<file path="config.mk">
export PLATFORM = sky130hd
export DESIGN_NAME = skt_cell
export DESIGN_NICKNAME = d
export VERILOG_FILES = /design/src/design/skt_pkg.sv /design/src/design/skt_cell.sv
export SDC_FILE = /design/constraint.sdc
export NUM_CORES = 1
export LEC_CHECK = 0
export ABC_AREA = 1
export BUFFER_PORTS_ARGS = -buffer_cell sky130_fd_sc_hd__buf_2
export CORE_AREA = 4 4 102 104
export CTS_BUF_LIST = sky130_fd_sc_hd__clkbuf_4
export DETAILED_ROUTE_END_ITERATION = 12
export DIE_AREA = 0 0 106 108
export PLACE_DENSITY = 0.79
export SLEW_MARGIN = 20
export SYNTH_ARGS = -nofsm -noshare
export SYNTH_HDL_FRONTEND = slang
export SYNTH_SLANG_ARGS = --single-unit
</file>
<file path="constraint.sdc">
create_clock -name clock -period 6.7 [get_ports clock]
set_clock_uncertainty 0.2 [all_clocks]
set_input_delay 0.335 -clock clock [delete_from_list [all_inputs] [get_ports clock]]
set_output_delay 0.335 -clock clock [all_outputs]
set_load 0.02 [all_outputs]
</file>
<file path="src/design/skt_pkg.sv">
// sorted key table package: operation, status, cell command and state types
// no dependencies; imported by skt_cell and sorted_key_table_unit
package skt_pkg;

   typedef enum logic [2:0] {
      OP_ADD    = 3'd0,
      OP_REMOVE = 3'd1,
      OP_FIND   = 3'd2,
      OP_GET    = 3'd3,
      OP_DELETE = 3'd4
   } op_type;

   typedef enum logic [2:0] {
      ST_OK        = 3'd0,
      ST_DUPLICATE = 3'd1,
      ST_FULL      = 3'd2,
      ST_NOT_FOUND = 3'd3,
      ST_RANGE     = 3'd4
   } status_type;

   typedef enum logic [1:0] {
      CMD_HOLD,
      CMD_INSERT,
      CMD_REMOVE
   } cell_cmd_type;

   typedef struct packed {
      logic eq;
      logic go_left;
   } cell_flags_type;

   typedef enum logic [1:0] {
      S_IDLE,
      S_COMPARE,
      S_SEARCH,
      S_EXEC
   } state_type;

   localparam logic CSR_ORDER_DESCENDING = 1'b0;
   localparam logic CSR_ALLOW_DUPLICATES = 1'b1;

endpackage

</file>
<file path="src/design/skt_cell.sv">
// one table cell: holds a key/value pair, shifts with its neighbors, compares
// its key against the search key; depends on skt_pkg
module skt_cell #(
   parameter int KEY_WIDTH   = 32,
   parameter int VALUE_WIDTH = 32,
   parameter int CNT_W       = 7,
   parameter int IDX         = 0
) (
   input  logic                   clock,
   input  skt_pkg::cell_cmd_type  cmd,
   input  logic [CNT_W-1:0]       at,
   input  logic                   descending,
   input  logic [KEY_WIDTH-1:0]   search_key,
   input  logic [VALUE_WIDTH-1:0] new_value,
   input  logic [KEY_WIDTH-1:0]   left_key,
   input  logic [VALUE_WIDTH-1:0] left_value,
   input  logic [KEY_WIDTH-1:0]   right_key,
   input  logic [VALUE_WIDTH-1:0] right_value,
   output logic [KEY_WIDTH-1:0]   key,
   output logic [VALUE_WIDTH-1:0] value,
   output skt_pkg::cell_flags_type flags
);
   import skt_pkg::*;

   localparam logic [CNT_W-1:0] MY_IDX = CNT_W'(IDX);

   logic [KEY_WIDTH-1:0]   key_ff, key_in;
   logic [VALUE_WIDTH-1:0] value_ff, value_in;
   cell_flags_type         flags_ff, flags_in;

   always_comb begin
      key_in   = key_ff;
      value_in = value_ff;
      case (cmd)
         CMD_INSERT: begin
            if (at == MY_IDX) begin
               key_in   = search_key;
               value_in = new_value;
            end else if (at < MY_IDX) begin
               key_in   = left_key;
               value_in = left_value;
            end
         end
         CMD_REMOVE: begin
            if (at <= MY_IDX) begin
               key_in   = right_key;
               value_in = right_value;
            end
         end
         default: ;
      endcase
      flags_in.eq      = (search_key == key_ff);
      flags_in.go_left = descending ? (search_key > key_ff) : (search_key < key_ff);
   end

   always_ff @(posedge clock) begin
      key_ff   <= key_in;
      value_ff <= value_in;
      flags_ff <= flags_in;
   end

   assign key   = key_ff;
   assign value = value_ff;
   assign flags = flags_ff;

endmodule

</file>
# After elaboration in Yosys (flattened, before gate mapping)
# Cells that the tools add are included.
# word_totals
register_bits	66
output_inout_bits	66
# classes
muxes	9
eq_ne	5
n_reduce_logical	3
order_cmp	4
# ops
cell	n
$mux W32	6
$pmux W32 S2	2
$eq A32 B32 Y1	1
$gt A32 B32 Y1	1
$lt A32 B32 Y1	1
$le A7 B1 Y1 const B	1
$logic_not A7 Y1	1
$lt A7 B1 Y1 const B	1
$ne A3 B3 Y1 const B	1
$reduce_and A3 Y1	1
$eq A2 B1 Y1 const B	1
$eq A2 B2 Y1 const B	1
$ne A2 B2 Y1 const B	1
$reduce_bool A2 Y1	1
$mux W1	1

# Depth between registers and ports, before layout
# Gate-level depths: netlist of run 1.
# depth
depth_word	4
ltp_mapped	16
mapped_depth_nobuf	16

# Least setup slack after synthesis of run 1
# Ideal clock, no wire load.
# synth_timing
path_type	input -> register
start	input port cmd[1]
end	register key_ff[0], in the netlist key[0], enable pin
setup_ns	0.507
stages	5
arrival_time_ns	4.006
path_slack_ns	1.986
cell_sequence	inv_1 or2_4 buf_6 buf_6 a21oi_1
# synth_via
elab_chain_cells	3
word_cells_on_any_way	6
classes_between	4 x eq/ne; 2 x reduce/logical
# synth_lines
element	line_no	text
start, declared	skt_cell.sv:10	input skt_pkg::cell_cmd_type cmd,
$eq A2 B1 Y1 / $eq A2 B2 Y1 (equally long branches)	skt_cell.sv:34	case (cmd)
$ne A3 B3 Y1 (no source line), or another cell as far along	--	
$reduce_and A3 Y1 (no source line) *	--	
end signal, assigned	skt_cell.sv:57	key_ff <= key_in;
end, declared	skt_cell.sv:27	logic [KEY_WIDTH-1:0] key_ff, key_in;
# Mark *: on every way between the ends. The rest lies on a longest branch, timed or not.
# A chain may end at the register's enable or synchronous reset.

# Worst setup path after layout of run 1
# layout_timing
start	input port at[1]
end	register key_ff[28], in the netlist key[28], enable pin
# layout_via
elab_chain_cells	3
word_cells_on_any_way	6
classes_between	2 x order compare; 2 x eq/ne; 2 x reduce/logical
# layout_lines
element	line_no	text
start, declared	skt_cell.sv:11	input logic [CNT_W-1:0] at,
$lt A7 B1 Y1, or another cell as far along	skt_cell.sv:39	end else if (at < MY_IDX) begin
$ne A3 B3 Y1 (no source line) / $ne A2 B2 Y1 (equally long branches)	--	
$reduce_and A3 Y1 (no source line) *	--	
# Marks and branches as above.

==> run metrics, run 1 <==
outcome=complete, no violations; Worst EP arrival=2260 ps; vias in the first global route=3241; Final Max Slew Viols=0; Syn Nets=527; Tmin final=2420 ps; Cell Area, Placed=0.00494 mm²; Avg Synthesized Cell Area=13.0 µm²; largest net degree at the start of global routing=67; Rows=36; Post-Synth Simple-Gate Area=6.16%; setup_tns=0 ps; CP Launch Type=primary input; worst slew pin tran=925 ps; Top Ports=269; reg2reg end=flags[0]$_DFF_P_; worst r2r src=key[31]$_DFFE_PP_; Setup crit end kind=flop; initial antenna violation count=1; register area share after synthesis=51.6%; first-pass GRT wire length=15300 µm; cts repair resizes=0; Root Driver=clkbuf_4; global-route usage over all layers=17.3%; CTS tree=yes; register bit count reported by yosys=66; Mapped Cells=292; Max-cap violations=0; Num CTS Buffers=9; Max VDD drop=0.000113 V; Leak Pwr=0.00275 µW; wire length on met2=5420 µm; post-synthesis cell area=0.00380 mm²; yosys warns=0; post-synth top area share=50.6%; Congestion Overflow GR=0; fmax=413 MHz; # setup viols final=0; RSZ-0062 raised after global routing=false; path depth of the worst reg2reg path=11; Final nets=782; clk_lat worst skew=400 ps; Vias=3144; post-synthesis xor/xnor area fraction=0%; DR WL/cell=14.9 µm; routed vias/inst=4.58; post-synthesis mux area share=22.3%; drt total wl=10200 µm; Initial DRC Count=76; Area Growth Syn to Fin=45.3%; routed wl met3=890 µm; flop-to-flop setup slack=4810 ps; Tcrit/Tclk final=36.1%; TritonRoute pass-1 iters=4; DR top layer=met4; final hold vios=0; Post-Synth Adder-Cell Area=10.5%; GP Congestion=0.741; Worst Setup Path Type=primary input to flop; H-tree depth=3; Die Y-Extent=108 µm; Initial Util=39.8%; WL met1=3760 µm; share of cells above drive strength 1=51.5%; Die W=106 µm; Die Footprint=0.0114 mm²; area fraction in compound gates after synthesis=3.29%; clock buffer depth=2; PD cells=149 mW/mm²; worst-path fanout max=38; Final ANT Viol Nets=0; Clock Pin Slew Worst Setup and Hold Paths=100 ps; post-synth cell types=19; Hold Crit Class=primary input to flop; CTS Sinks=66; Critical Path Sink=key[28]$_DFFE_PP_; # DRC=0; IO buf count=204; DP Wirelength=7330 µm; critical path startpoint=at[1]; Yosys top cell by area=edfxtp_1; Synth area leaders=edfxtp_1 51%, mux2_4 15%, ha_1 11%; design area=0.00552 mm²; largest family of logic cells by synthesized area=multiplexers; core area=0.00955 mm²; Worst EP required=6540 ps; slew margin rel.=38.2%
-- logic make-up after synthesis --
kind of cell,after synthesis
fa+ha+maj,32
mux,63
compound gates,23
buf+inv,51
flops,66
simple gates,57
-- through the flow --
| stage | total power [µW] | hold slack, ps | cells | util [%] | setup WS (ps) |
|---|---|---|---|---|---|
| 6_report | 820 | 38.5 | 686 | 57.8 | 4280 |
| 5_1_grt | 866 | 0.201 | 685 | 57.8 | 4130 |
| 4_1_cts | 826 | 0.114 | 676 | 56.7 | 3980 |
| 3_5_place_dp | 596 | 439 | 623 | 51.7 | 3520 |
| 3_3_place_gp | 590 | 427 | 623 | 51.7 | 3620 |
| 2_1_floorplan | 542 | 301 | 292 | - | 1990 |
-- layer usage --
layer,vias to the layer above,GRT usage [%]
li1,1539,-
met1,1447,18.4
met2,145,31.6
met3,13,6.21
met4,0,6.57
met5,-,0
-- cells in the final DEF (no fill, tap or decap) --
master	count
clkinv_2	3
ha_1	32
dfxtp_1	2
a21oi_4	1
inv_1	44
clkbuf_4	10
nand3_1	1
a21oi_1	15
mux2_2	26
nor3_1	1
buf_4	1
or2_4	1
buf_16	1
nor4_1	3
edfxtp_1	64
mux2_4	37
dlygate4sd3_1	45
clkinv_1	2
buf_2	204
nor2_1	10
nand2_1	39
o21a_1	2
nand4_1	2
diode_2	2
o21ai_0	3
a21o_1	2
-- cell type report --
type | instances | area [µm²]
clock buffer | 10 | 75.1
timing repair buffer | 251 | 1510
multi-input combinational | 175 | 1620
clock inverter | 5 | 22.5
antenna | 2 | 5.00
sequential | 66 | 1960
fill | 818 | 4030
tap | 133 | 166
inverter | 44 | 165
-- worst min-delay path by stage --
stage	from	endpoint	depth (start not counted)	slack [ps]
2_1_floorplan	descending	flags[0]$_DFF_P_	3	300
3_3_place_gp	descending	flags[0]$_DFF_P_	4	430
3_5_place_dp	new_value[19]	value[19]$_DFFE_PP_	2	440
4_1_cts	right_key[23]	key[23]$_DFFE_PP_	2	0.1
5_1_grt	new_value[0]	value[0]$_DFFE_PP_	2	0.2
6_report	new_value[15]	value[15]$_DFFE_PP_	2	40
-- flip-flops by register name (all words and copies together), names as in the netlist --
name and flops:
value 32, key 32, flags 2
-- Yosys cell counts --
| master | instances |
|---|---|
| edfxtp_1 | 64 |
| inv_1 | 44 |
| nand2_1 | 39 |
| mux2_4 | 37 |
| ha_1 | 32 |
| mux2_2 | 26 |
| a21oi_1 | 16 |
| nor2_1 | 10 |
| buf_6 | 5 |
| nor4_1 | 3 |
| o21ai_0 | 3 |
| a21o_1 | 2 |
| buf_2 | 2 |
| dfxtp_1 | 2 |
| nand4_1 | 2 |
| o21a_1 | 2 |
| nand3_1 | 1 |
| nor3_1 | 1 |
| or2_4 | 1 |
-- timing repair --
item	4_1_cts	5_1_grt
endpoints found under the hold margin	30	6
hold buffers	38	7
buffers inserted	0	0
-- worst max-delay path, cell delays in order --
cell     delay [ps]
buf_2           100
nor4_1          350
nand2_1         150
a21oi_4         720
buf_4           580
-- report_power, final --
part / internal (µW) / total [µW] / switching (µW)
clock network: 74.3 / 208 / 134
logic: 97.8 / 155 / 56.8
registers: 457 / 458 / 0.644
No activity file was read; power rests on OpenSTA's default activity.
==> run 2, diff against run 1 <==
==> constraint.sdc (replaced) <==
create_clock -name clock -period 2.4 [get_ports clock]
set_clock_uncertainty 0.2 [all_clocks]
set_input_delay 0.12 -clock clock [delete_from_list [all_inputs] [get_ports clock]]
set_output_delay 0.12 -clock clock [all_outputs]
set_load 0.02 [all_outputs]
==> run 2 against run 1 <==
The flow now stops in 4_1_cts. Area after synthesis did not move. Synthesized cell count did not move.
==> run metrics, run 2 <==
CTS Hold Bufs=129 (was 38); clock buffer depth=2 (unchanged); Die Y-Extent=108 µm (unchanged); Rows=36 (unchanged); Mapped Cells=292 (unchanged); outcome=stopped before the end (was complete, no violations); Most used DFF post-synth=edfxtp_1 (unchanged); Synth area leaders=edfxtp_1 51%, mux2_4 15%, ha_1 11% (unchanged); GP Congestion=0.779 (was 0.741); Avg Synthesized Cell Area=13.0 µm² (unchanged); Root Driver=clkbuf_4 (unchanged); Die W=106 µm (unchanged); cts repair resizes=0 (unchanged); H-tree depth=3 (unchanged); most common cell in the netlist=edfxtp_1 (unchanged); register area share after synthesis=51.6% (unchanged); commonest cells in the netlist=64 x edfxtp_1, 44 x inv_1, 39 x nand2_1, 37 x mux2_4, 32 x ha_1 (unchanged); Top Ports=269 (unchanged); Async S/R FF share, synth=0% (unchanged); Last stage=4_1_cts; post-synthesis cell area=0.00380 mm² (unchanged); CTS Sinks=66 (unchanged); IO buf count=204 (unchanged); DP Wirelength=7290 µm (was 7330 µm); First Err=[ERROR RSZ-0060] Max buffer count reached.; yosys warns=0 (unchanged); EDFF count, synth=64 (unchanged); register bit count reported by yosys=66 (unchanged); post-synth cell types=19 (unchanged); Num CTS Buffers=9 (unchanged); post-synth top area share=50.6% (unchanged); Syn Nets=527 (unchanged); Yosys top cell by area=edfxtp_1 (unchanged); Initial Util=39.8% (unchanged); Setup Buffers After CTS=0 (unchanged)
[run 2: kinds of logic after synthesis]
| group | after synthesis | synth area share (%) |
|---|---|---|
| flip-flops | 66 | 51.6 |
| adder cells (fa/ha/maj) | 32 | 10.5 |
| AO/OA/AOI/OAI | 23 | 3.29 |
| AND/OR/NAND/NOR | 57 | 6.16 |
| multiplexers | 63 | 22.3 |
| buffers and inverters | 51 | 6.09 |
[run 2: stage by stage]
| step | util (%) | worst slack (ps) | instance area (µm²) | cells | hold slack [ps] |
|---|---|---|---|---|---|
| after floorplan | - | 12.1 | 3810 | 292 | 86.0 |
| after global placement | 52.0 | 606 | 4970 | 625 | 212 |
| after detailed placement | 52.0 | 545 | 4970 | 625 | 212 |
==> run 3, diff against run 2 <==
--- a/config.mk
+++ b/config.mk
@@ -7,11 +7,10 @@
 export LEC_CHECK = 0
 export ABC_AREA = 1
 export BUFFER_PORTS_ARGS = -buffer_cell sky130_fd_sc_hd__buf_2
-export CORE_AREA = 4 4 102 104
-export CTS_BUF_LIST = sky130_fd_sc_hd__clkbuf_4
+export CORE_MARGIN = 4
+export CORE_UTILIZATION = 40
 export DETAILED_ROUTE_END_ITERATION = 12
-export DIE_AREA = 0 0 106 108
-export PLACE_DENSITY = 0.79
+export PLACE_DENSITY_LB_ADDON = 0.15
 export SLEW_MARGIN = 20
 export SYNTH_ARGS = -nofsm -noshare
 export SYNTH_HDL_FRONTEND = slang
==> run 3 against run 2 <==
The run again fails in 4_1_cts. Synthesized cell count unchanged. Area after synthesis is the same.
==> run metrics, run 3 <==
Syn Nets=527 (unchanged); CTS Sinks=66 (unchanged); most common cell in the netlist=edfxtp_1 (unchanged); Die W=105 µm (was 106 µm); Setup Buffers After CTS=0 (unchanged); Last stage=4_1_cts (unchanged); IO buf count=204 (unchanged); Synth area leaders=edfxtp_1 51%, mux2_4 15%, ha_1 11% (unchanged); register area share after synthesis=51.6% (unchanged); Top Ports=269 (unchanged); Num CTS Buffers=9 (unchanged); clock buffer depth=2 (unchanged); EDFF count, synth=64 (unchanged); GP Congestion=0.748 (was 0.779); Root Driver=clkbuf_8 (was clkbuf_4); Rows=35 (was 36); CTS Hold Bufs=129 (unchanged); post-synth top area share=50.6% (unchanged); yosys warns=0 (unchanged); register bit count reported by yosys=66 (unchanged); First Err=[ERROR RSZ-0060] Max buffer count reached. (unchanged); Yosys top cell by area=edfxtp_1 (unchanged); Die Y-Extent=105 µm (was 108 µm); post-synth cell types=19 (unchanged); Avg Synthesized Cell Area=13.0 µm² (unchanged); Async S/R FF share, synth=0% (unchanged); post-synthesis cell area=0.00380 mm² (unchanged); DP Wirelength=7210 µm (was 7290 µm); cts repair resizes=0 (unchanged); Mapped Cells=292 (unchanged); commonest cells in the netlist=64 x edfxtp_1, 44 x inv_1, 39 x nand2_1, 37 x mux2_4, 32 x ha_1 (unchanged); Most used DFF post-synth=edfxtp_1 (unchanged); H-tree depth=3 (unchanged); outcome=stopped before the end (unchanged); Initial Util=41.1% (was 39.8%)
[run 3: cell counts after synthesis]
Identical to the previous run, type by type.
[run 3: cells by family after synthesis]
logic type | Yosys count | synth area share, %
simple gates | 57 | 6.16
fa+ha+maj | 32 | 10.5
flops | 66 | 51.6
buf+inv | 51 | 6.09
compound gates | 23 | 3.29
mux | 63 | 22.3
[run 3: stage by stage]
stage / cell area [µm²] / hold slack, ps / instances / util [%] / worst slack [ps]
floorplan: 3810 / 86.0 / 292 / - / 12.1
global placement: 4980 / 216 / 622 / 53.9 / 549
detailed placement: 4980 / 219 / 622 / 53.9 / 516
